[config.mk]
export PLATFORM = sky130hd
export DESIGN_NAME = led_sparkle_fade
export DESIGN_NICKNAME = d
export VERILOG_FILES = /design/src/lsf_pkg.sv /design/src/lsf_ram.sv /design/src/led_sparkle_fade.sv
export SDC_FILE = /design/constraint.sdc
export NUM_CORES = 2
export LEC_CHECK = 0
export ABC_AREA = 1
export BUFFER_PORTS_ARGS = -buffer_cell sky130_fd_sc_hd__buf_2
export CAP_MARGIN = 20
export CORE_MARGIN = 5
export CORE_UTILIZATION = 50
export CTS_BUF_LIST = sky130_fd_sc_hd__clkbuf_8
export CTS_CLUSTER_SIZE = 12
export DETAILED_ROUTE_END_ITERATION = 8
export GPL_ROUTABILITY_DRIVEN = 0
export PLACE_DENSITY = 0.66
export SYNTH_ARGS = -nofsm -noshare
export SYNTH_HDL_FRONTEND = slang
export SYNTH_SLANG_ARGS = --single-unit
[constraint.sdc]
create_clock -name clk -period 13.1 [get_ports clk]
set_input_delay 0.655 -clock clk [delete_from_list [all_inputs] [get_ports clk]]
set_output_delay 0.655 -clock clk [all_outputs]
set_load 0.1 [all_outputs]
[src/lsf_pkg.sv]
package lsf_pkg;

  // field widths fixed by the interface
  localparam int TIME_W   = 32;
  localparam int CNT_W    = 16;
  localparam int PIXIDX_W = 6;
  localparam int LEVEL_W  = 8;
  localparam int PROD_W   = 2 * CNT_W;
  localparam int UNIT_W   = PROD_W + LEVEL_W;

  // register reset values
  localparam logic [CNT_W-1:0] SPAWN_PERIOD_RST  = 16'd5;
  localparam logic [CNT_W-1:0] FADE_DURATION_RST = 16'd300;

  // configuration register indexes
  localparam logic REG_SPAWN_PERIOD  = 1'b0;
  localparam logic REG_FADE_DURATION = 1'b1;

  // quotient bit steps of the fade division (top step is the saturation test) and of the spawn remainder
  localparam logic [4:0] FADE_TOP_STEP = 5'd8;
  localparam logic [4:0] MOD_TOP_STEP  = 5'd31;

  typedef struct packed {
    logic [TIME_W-1:0]   time_ms;
    logic [CNT_W-1:0]    elapsed_ms;
    logic [PIXIDX_W-1:0] random_pixel;
  } lsf_in_t;

  typedef struct packed {
    logic [PIXIDX_W-1:0] pixel_index;
    logic [LEVEL_W-1:0]  brightness;
    logic                last_pixel;
  } lsf_out_t;

  typedef enum logic [3:0] {
    ST_IDLE,
    ST_DEN,
    ST_MOD,
    ST_SP_RD,
    ST_SP_WR,
    ST_PIX_RD,
    ST_PIX_UPD,
    ST_MUL,
    ST_SCALE,
    ST_FDIV,
    ST_EMIT
  } lsf_state_t;

endpackage

[src/lsf_ram.sv]
module lsf_ram #(
  parameter int WIDTH = 16,
  parameter int DEPTH = 64
) (
  input  logic                                   clk,
  input  logic                                   we,
  input  logic [((DEPTH > 1) ? $clog2(DEPTH) : 1)-1:0] waddr,
  input  logic [WIDTH-1:0]                       wdata,
  input  logic                                   re,
  input  logic [((DEPTH > 1) ? $clog2(DEPTH) : 1)-1:0] raddr,
  output logic [WIDTH-1:0]                       rdata
);

  logic [WIDTH-1:0] mem [DEPTH];

  always_ff @(posedge clk) begin
    if (we) begin
      mem[waddr] <= wdata;
    end
    if (re) begin
      rdata <= mem[raddr];
    end
  end

endmodule

[src/led_sparkle_fade.sv]
// led_sparkle_fade: per-frame sparkle generator with a quadratic ease-out fade
//
// in channel: one word per frame tick (time_ms, elapsed_ms, random_pixel),
//   taken when in_valid and in_ready are both high; in_ready is high only
//   while no frame is being worked on
// out channel: PIXEL_COUNT words per frame, pixel 0 first, last_pixel set on
//   the final one; a single output register sits between the pixel walk and
//   the receiver, so the walk keeps going while one word waits
// cfg channel: cfg_index 0 = spawn period, 1 = fade duration; cfg_ready is
//   always high, write only between frames
// timing: a frame squares the duration, then works out the spawn remainder
//   bit by bit (skipped when the spawn period is zero), then lets a spawn
//   load when it may; per pixel it reads and updates the countdown and, when
//   lit, squares, scales and divides (stopping at the top step when the level
//   saturates) before emitting; the shared 40 bit subtract/compare unit carries
//   the remainder, the x255 scaling and the quotient bits one step a cycle
// stall: when the receiver holds out_ready low, the walk parks with its
//   next word done until the output register frees
// reset: rst_n is synchronous; countdowns read as zero through per-pixel
//   valid bits cleared at once, registers go back to 5 ms and 300 ms
module led_sparkle_fade #(
  parameter int PIXEL_COUNT = 64
) (
  input  logic                   clk,
  input  logic                   rst_n,
  input  logic                   in_valid,
  output logic                   in_ready,
  input  lsf_pkg::lsf_in_t       in_data,
  output logic                   out_valid,
  input  logic                   out_ready,
  output lsf_pkg::lsf_out_t      out_data,
  input  logic                   cfg_valid,
  output logic                   cfg_ready,
  input  logic                   cfg_index,
  input  logic [lsf_pkg::CNT_W-1:0] cfg_wdata
);
  import lsf_pkg::*;

  localparam int AW = (PIXEL_COUNT > 1) ? $clog2(PIXEL_COUNT) : 1;
  localparam logic [AW-1:0] LAST_ADDR = AW'(PIXEL_COUNT - 1);

  // state and registers
  lsf_state_t state_r, state_nxt;

  logic [CNT_W-1:0]    spawn_r, fade_r;
  logic [TIME_W-1:0]   tim_r, tim_nxt;
  logic [CNT_W-1:0]    dt_r, dt_nxt;
  logic [PIXIDX_W-1:0] pix_r, pix_nxt;
  logic [AW-1:0]       l_r, l_nxt;
  logic [4:0]          cnt_r, cnt_nxt;
  logic [UNIT_W-1:0]   rem_r, rem_nxt;
  logic [PROD_W-1:0]   den_r, den_nxt;
  logic [CNT_W-1:0]    diff_r, diff_nxt;
  logic [LEVEL_W-1:0]  q_r, q_nxt;
  logic                out_valid_r, out_valid_nxt;
  lsf_out_t            out_data_r, out_data_nxt;
  logic [PIXEL_COUNT-1:0] vld_r, vld_nxt;

  // countdown memory
  logic             ram_we, ram_re;
  logic [AW-1:0]    ram_waddr, ram_raddr;
  logic [CNT_W-1:0] ram_wdata, ram_rdata;

  lsf_ram #(
    .WIDTH (CNT_W),
    .DEPTH (PIXEL_COUNT)
  ) u_cnt_ram (
    .clk   (clk),
    .we    (ram_we),
    .waddr (ram_waddr),
    .wdata (ram_wdata),
    .re    (ram_re),
    .raddr (ram_raddr),
    .rdata (ram_rdata)
  );

  // shared subtract/compare unit
  logic [UNIT_W-1:0] unit_a, unit_b, unit_diff;
  logic              unit_borrow, unit_geq;

  assign {unit_borrow, unit_diff} = {1'b0, unit_a} - {1'b0, unit_b};
  assign unit_geq = !unit_borrow;

  // shared 16x16 multiplier
  logic [CNT_W-1:0]  mul_op;
  logic [PROD_W-1:0] mul_prod;

  assign mul_prod = PROD_W'(mul_op) * PROD_W'(mul_op);

  // misc decode
  logic             in_acc, emit_go, is_last, spawn_ok, mod_zero;
  logic [AW-1:0]    pix_addr, cur_addr;
  logic [CNT_W-1:0] cur_cnt, new_cnt;
  logic             live;

  assign in_acc    = in_valid && in_ready;
  assign emit_go   = !out_valid_r || out_ready;
  assign is_last   = (l_r == LAST_ADDR);
  assign pix_addr  = pix_r[AW-1:0];
  assign spawn_ok  = ({1'b0, pix_r} < 7'(PIXEL_COUNT));
  assign mod_zero  = (unit_geq ? unit_diff[CNT_W-1:0] : unit_a[CNT_W-1:0]) == '0;
  assign cur_addr  = (state_r == ST_SP_WR) ? pix_addr : l_r;
  assign cur_cnt   = vld_r[cur_addr] ? ram_rdata : '0;
  assign live      = cur_cnt > dt_r;
  assign new_cnt   = cur_cnt - dt_r;

  assign in_ready  = (state_r == ST_IDLE);
  assign out_valid = out_valid_r;
  assign out_data  = out_data_r;
  assign cfg_ready = 1'b1;

  // next state
  always_comb begin
    state_nxt = state_r;
    case (state_r)
      ST_IDLE: begin
        if (in_acc) begin
          state_nxt = ST_DEN;
        end
      end
      ST_DEN: begin
        state_nxt = (spawn_r != '0) ? ST_MOD : ST_PIX_RD;
      end
      ST_MOD: begin
        if (cnt_r == '0) begin
          state_nxt = (mod_zero && spawn_ok) ? ST_SP_RD : ST_PIX_RD;
        end
      end
      ST_SP_RD:   state_nxt = ST_SP_WR;
      ST_SP_WR:   state_nxt = ST_PIX_RD;
      ST_PIX_RD:  state_nxt = ST_PIX_UPD;
      ST_PIX_UPD: begin
        state_nxt = (live && fade_r != '0) ? ST_MUL : ST_EMIT;
      end
      ST_MUL:     state_nxt = ST_SCALE;
      ST_SCALE:   state_nxt = ST_FDIV;
      ST_FDIV: begin
        if ((cnt_r == FADE_TOP_STEP && unit_geq) || cnt_r == '0) begin
          state_nxt = ST_EMIT;
        end
      end
      ST_EMIT: begin
        if (emit_go) begin
          state_nxt = is_last ? ST_IDLE : ST_PIX_RD;
        end
      end
      default:    state_nxt = ST_IDLE;
    endcase
  end

  // datapath controls
  always_comb begin
    ram_we    = 1'b0;
    ram_waddr = l_r;
    ram_wdata = '0;
    ram_re    = 1'b0;
    ram_raddr = l_r;
    unit_a    = '0;
    unit_b    = '0;
    mul_op    = diff_r;
    case (state_r)
      ST_DEN: begin
        mul_op = fade_r;
      end
      ST_MOD: begin
        unit_a = {23'd0, rem_r[CNT_W-1:0], tim_r[TIME_W-1]};
        unit_b = UNIT_W'(spawn_r);
      end
      ST_SP_RD: begin
        ram_re    = 1'b1;
        ram_raddr = pix_addr;
      end
      ST_SP_WR: begin
        ram_we    = (cur_cnt == '0);
        ram_waddr = pix_addr;
        ram_wdata = fade_r;
      end
      ST_PIX_RD: begin
        ram_re = 1'b1;
      end
      ST_PIX_UPD: begin
        ram_we    = 1'b1;
        ram_wdata = live ? new_cnt : '0;
      end
      ST_SCALE: begin
        // x255 as x256 minus x1
        unit_a = {rem_r[PROD_W-1:0], 8'd0};
        unit_b = UNIT_W'(rem_r[PROD_W-1:0]);
      end
      ST_FDIV: begin
        unit_a = rem_r;
        unit_b = UNIT_W'(den_r) << cnt_r[3:0];
      end
      default: begin
      end
    endcase
  end

  // register next values
  always_comb begin
    tim_nxt       = tim_r;
    dt_nxt        = dt_r;
    pix_nxt       = pix_r;
    l_nxt         = l_r;
    cnt_nxt       = cnt_r;
    rem_nxt       = rem_r;
    den_nxt       = den_r;
    diff_nxt      = diff_r;
    q_nxt         = q_r;
    out_valid_nxt = out_valid_r;
    out_data_nxt  = out_data_r;
    vld_nxt       = vld_r;

    if (out_valid_r && out_ready) begin
      out_valid_nxt = 1'b0;
    end

    if (ram_we) begin
      vld_nxt[ram_waddr] = 1'b1;
    end

    case (state_r)
      ST_IDLE: begin
        if (in_acc) begin
          tim_nxt = in_data.time_ms;
          dt_nxt  = in_data.elapsed_ms;
          pix_nxt = in_data.random_pixel;
          l_nxt   = '0;
          cnt_nxt = MOD_TOP_STEP;
          rem_nxt = '0;
        end
      end
      ST_DEN: begin
        den_nxt = mul_prod;
      end
      ST_MOD: begin
        // one remainder bit per cycle, time word shifts out msb first
        rem_nxt = unit_geq ? unit_diff : unit_a;
        tim_nxt = tim_r << 1;
        cnt_nxt = cnt_r - 5'd1;
      end
      ST_PIX_UPD: begin
        q_nxt = '0;
        if (new_cnt >= fade_r) begin
          diff_nxt = new_cnt - fade_r;
        end else begin
          diff_nxt = fade_r - new_cnt;
        end
      end
      ST_MUL: begin
        rem_nxt = UNIT_W'(mul_prod);
      end
      ST_SCALE: begin
        rem_nxt = unit_diff;
        cnt_nxt = FADE_TOP_STEP;
      end
      ST_FDIV: begin
        if (cnt_r == FADE_TOP_STEP && unit_geq) begin
          q_nxt = '1;
        end else begin
          q_nxt   = {q_r[LEVEL_W-2:0], unit_geq};
          rem_nxt = unit_geq ? unit_diff : unit_a;
          cnt_nxt = cnt_r - 5'd1;
        end
      end
      ST_EMIT: begin
        if (emit_go) begin
          out_valid_nxt            = 1'b1;
          out_data_nxt.pixel_index = PIXIDX_W'(l_r);
          out_data_nxt.brightness  = q_r;
          out_data_nxt.last_pixel  = is_last;
          if (!is_last) begin
            l_nxt = l_r + AW'(1);
          end
        end
      end
      default: begin
      end
    endcase
  end

  // control registers
  always_ff @(posedge clk) begin
    if (!rst_n) begin
      state_r     <= ST_IDLE;
      out_valid_r <= 1'b0;
      vld_r       <= '0;
      spawn_r     <= SPAWN_PERIOD_RST;
      fade_r      <= FADE_DURATION_RST;
      l_r         <= '0;
      cnt_r       <= '0;
    end else begin
      state_r     <= state_nxt;
      out_valid_r <= out_valid_nxt;
      vld_r       <= vld_nxt;
      l_r         <= l_nxt;
      cnt_r       <= cnt_nxt;
      if (cfg_valid && cfg_ready) begin
        case (cfg_index)
          REG_SPAWN_PERIOD:  spawn_r <= cfg_wdata;
          REG_FADE_DURATION: fade_r  <= cfg_wdata;
          default: begin
          end
        endcase
      end
    end
  end

  // payload registers
  always_ff @(posedge clk) begin
    tim_r      <= tim_nxt;
    dt_r       <= dt_nxt;
    pix_r      <= pix_nxt;
    rem_r      <= rem_nxt;
    den_r      <= den_nxt;
    diff_r     <= diff_nxt;
    q_r        <= q_nxt;
    out_data_r <= out_data_nxt;
  end

`ifndef SYNTH
  // a frame starts with the duration square
  a_frame_start: assert property (@(posedge clk) disable iff (!rst_n)
    in_acc |=> state_r == ST_DEN)
    else $error("frame did not start after accept");

  // fade division never shifts the divisor past the saturation step
  a_fdiv_step: assert property (@(posedge clk) disable iff (!rst_n)
    state_r == ST_FDIV |-> cnt_r <= FADE_TOP_STEP)
    else $error("fade step out of range");

  // the last pixel word closes the frame
  a_last_word: assert property (@(posedge clk) disable iff (!rst_n)
    (state_r == ST_EMIT && emit_go && is_last)
      |=> (state_r == ST_IDLE && out_valid_r && out_data_r.last_pixel))
    else $error("frame did not close on last pixel");

  // countdowns only change during a frame
  a_no_idle_write: assert property (@(posedge clk) disable iff (!rst_n)
    state_r == ST_IDLE |-> !ram_we)
    else $error("countdown written while idle");
`endif

endmodule

==> results.cfg <==
[outcome]
status = finished clean

[synth]
syn_inst = 6376
synth_edf_count = 1204
ys_seq_area_share_pct = 58.1
yosysUniqueCellTypes = 58
netlist_area_um2 = 66100
ys.warnings.count = 0
syn_avg_cell_area_um2 = 10.4
async_reset_ff_share_pct = 0
ys_ff_latch = 1316
syn-num-nets = 6804
synth_flop_cell = edfxtp_1

[grt]
grt_overflow_total = 0
grt_use_total_pct = 27.4
grt_max_degree = 186
grt_pass1_vias = 47918
antenna_found_initial = 3
grt_pass1_wl_um = 294000

[route]
drc = 0
drt_wl_total_um = 196000
dr.pass1.iters = 9
wl_per_cell_um = 23.2
vias_per_cell = 5.93
ant_nets = 0
vias = 49970
drt_iter0_markers = 6373

[setup_path]
ff2ff_setup_slack_ns = 3.71
cp_slowest_cell = clkinv_1
cpPeakStageDelay_ns = 0.94
start_kind = register
cp_data_required_time_ns = 13.76
worstSetupEndpointType = register
crit_arrival_ns = 10.05
cpMostUsedCell = inv_1
path_class = reg2reg
path_max_fanout = 33

[clock_network]
cts_resized = 0
clk_latency_ns = 0.95
clockBufferDepth = 3
numCtsBuffers = 208
cts.sinks = 1316
postCtsSetupRepairBufs = 0
cts.clk_slew.worst_paths_ns = 0.06
tritoncts = done
cts-root-buf = clkbuf_8
cts_htree_levels = 4

[timing]
setup_viol = 0
fin_ws_ns = 3.71
slew_headroom_pct = 24.1
max_freq_mhz = 106
worst_slew_pin_slew_ns = 1.14
drv_slew = 0
rsz0062_at_grt = no
fin_setup_tns_ns = 0
fin_skew_ns = 0.0688
hold_viol_final = 0
period_share_pct = 71.7
fin_crit_ns = 9.39

[floorplanning]
io_pins = 94
die_w_um = 374
die_h_um = 374
start_util_pct = 50.3
fp-row-count = 133
die_area_um2 = 140000
core_area_um2 = 131000

[job]
maxCapViolations = 0

[placed_design]
port_buffers = 92
pre_cts_ws_ns = 3.92
dp_hpwl_um = 125000

[min_path]
worstHoldPathType = in2reg

[cells_and_area]
final_layout_size_suffix_gt1_share_pct = 7.66
final_common_cell = edfxtp_1
nets = 6921
mostFrequentLayoutCells = edfxtp_1, nand2_1, nor2_1
syn_to_final_growth_pct = 10.4
cells by family after synthesis:
kind of cell / share of synthesized area [%]
buffers and inverters: 5.91
AO/OA/AOI/OAI: 13.9
flip-flops: 58.1
AND/OR/NAND/NOR: 12.3
other: 0.00567
XOR/XNOR: 1.23
adder cells (fa/ha/maj): 8.55
multiplexers: 0.0454
critical path, delay by kind of cell, from the launching register on:
| kind | cells | cell delay [ns] |
|---|---|---|
| AO/OA/AOI/OAI | 9 | 2.75 |
| flip-flops | 1 | 0.40 |
| AND/OR/NAND/NOR | 5 | 0.82 |
| adder cells (fa/ha/maj) | 7 | 2.84 |
| buffers and inverters | 12 | 2.27 |
what timing repair did:
| item | in CTS | in global routing |
|---|---|---|
| hold buffers | 63 | 0 |
| setup endpoints to repair | 0 | 0 |
| hold endpoints to repair | 63 | 0 |
synth_stat cells (all sizes together), types with 133 or more instances:
cell | instances | area (um^2)
nor2 | 874 | 3320
o22ai | 168 | 1050
a21oi | 236 | 1200
o211ai | 158 | 1190
edfxtp | 1204 | 36200
clkbuf | 292 | 1100
ha | 186 | 2330
o21ai | 744 | 3720
o221ai | 133 | 1160
inv | 690 | 2590
fa | 166 | 3320
nand2 | 885 | 3360
nand3 | 225 | 1130
sequential cells by signal (all words and copies together) (netlist names), 16 cells and up:
signal / flops
fade_r: 16
u_cnt_ram.mem: 1024
u_cnt_ram.rdata: 16
spawn_r: 16
dt_r: 16
diff_r: 16
tim_r: 32
den_r: 31
vld_r: 64
rem_r: 40
path summary, 6_finish.rpt:
kind                                               from                      end  cells past startpoint
worst max-delay path            state_r[0]$_SDFFE_PN0P_      den_r[29]$_DFFE_PP_                     33
worst min-delay path                      cfg_wdata[15]  fade_r[15]$_SDFFE_PN0P_                      3
worst max register to register  state_r[0]$_SDFFE_PN0P_      den_r[29]$_DFFE_PP_                     33
worst min register to register     q_r[3]$_SDFFCE_PN0P_    out_data[4]$_DFFE_PP_                      0
layout make-up:
| cell class | count | area (um^2) |
|---|---|---|
| repair buffers | 228 | 1680 |
| multi-input cells | 4036 | 24100 |
| clock inverters | 165 | 902 |
| well taps | 1755 | 2200 |
| flip-flops and latches | 1316 | 38400 |
| fillers | 11317 | 58500 |
| clock buffers | 220 | 3030 |
| diodes | 2 | 5.00 |
| inverters | 703 | 2650 |
per-layer routing:
layer	vias to the layer above	track usage, %	share of wire [%]
li1	22544	-	-
met2	2617	42.0	45
met3	452	5.83	9.8
met1	24355	38.0	41
met4	2	11.6	4.5
met5	-	0	0.0082
stage by stage:
step	cells	instance area (um^2)	hold slack, ns	util (%)
2_1_floorplan	6376	66100	0.400	-
3_3_place_gp	7974	68400	0.403	52.0
3_5_place_dp	7974	68400	0.424	52.0
4_1_cts	8422	72900	0.0289	55.5
6_report	8425	73000	0.142	55.5
5_1_grt	8424	73000	0.103	55.5
Power is not shown: default switching activity piles up to over one toggle a cycle in this logic, so the estimate is an artifact.
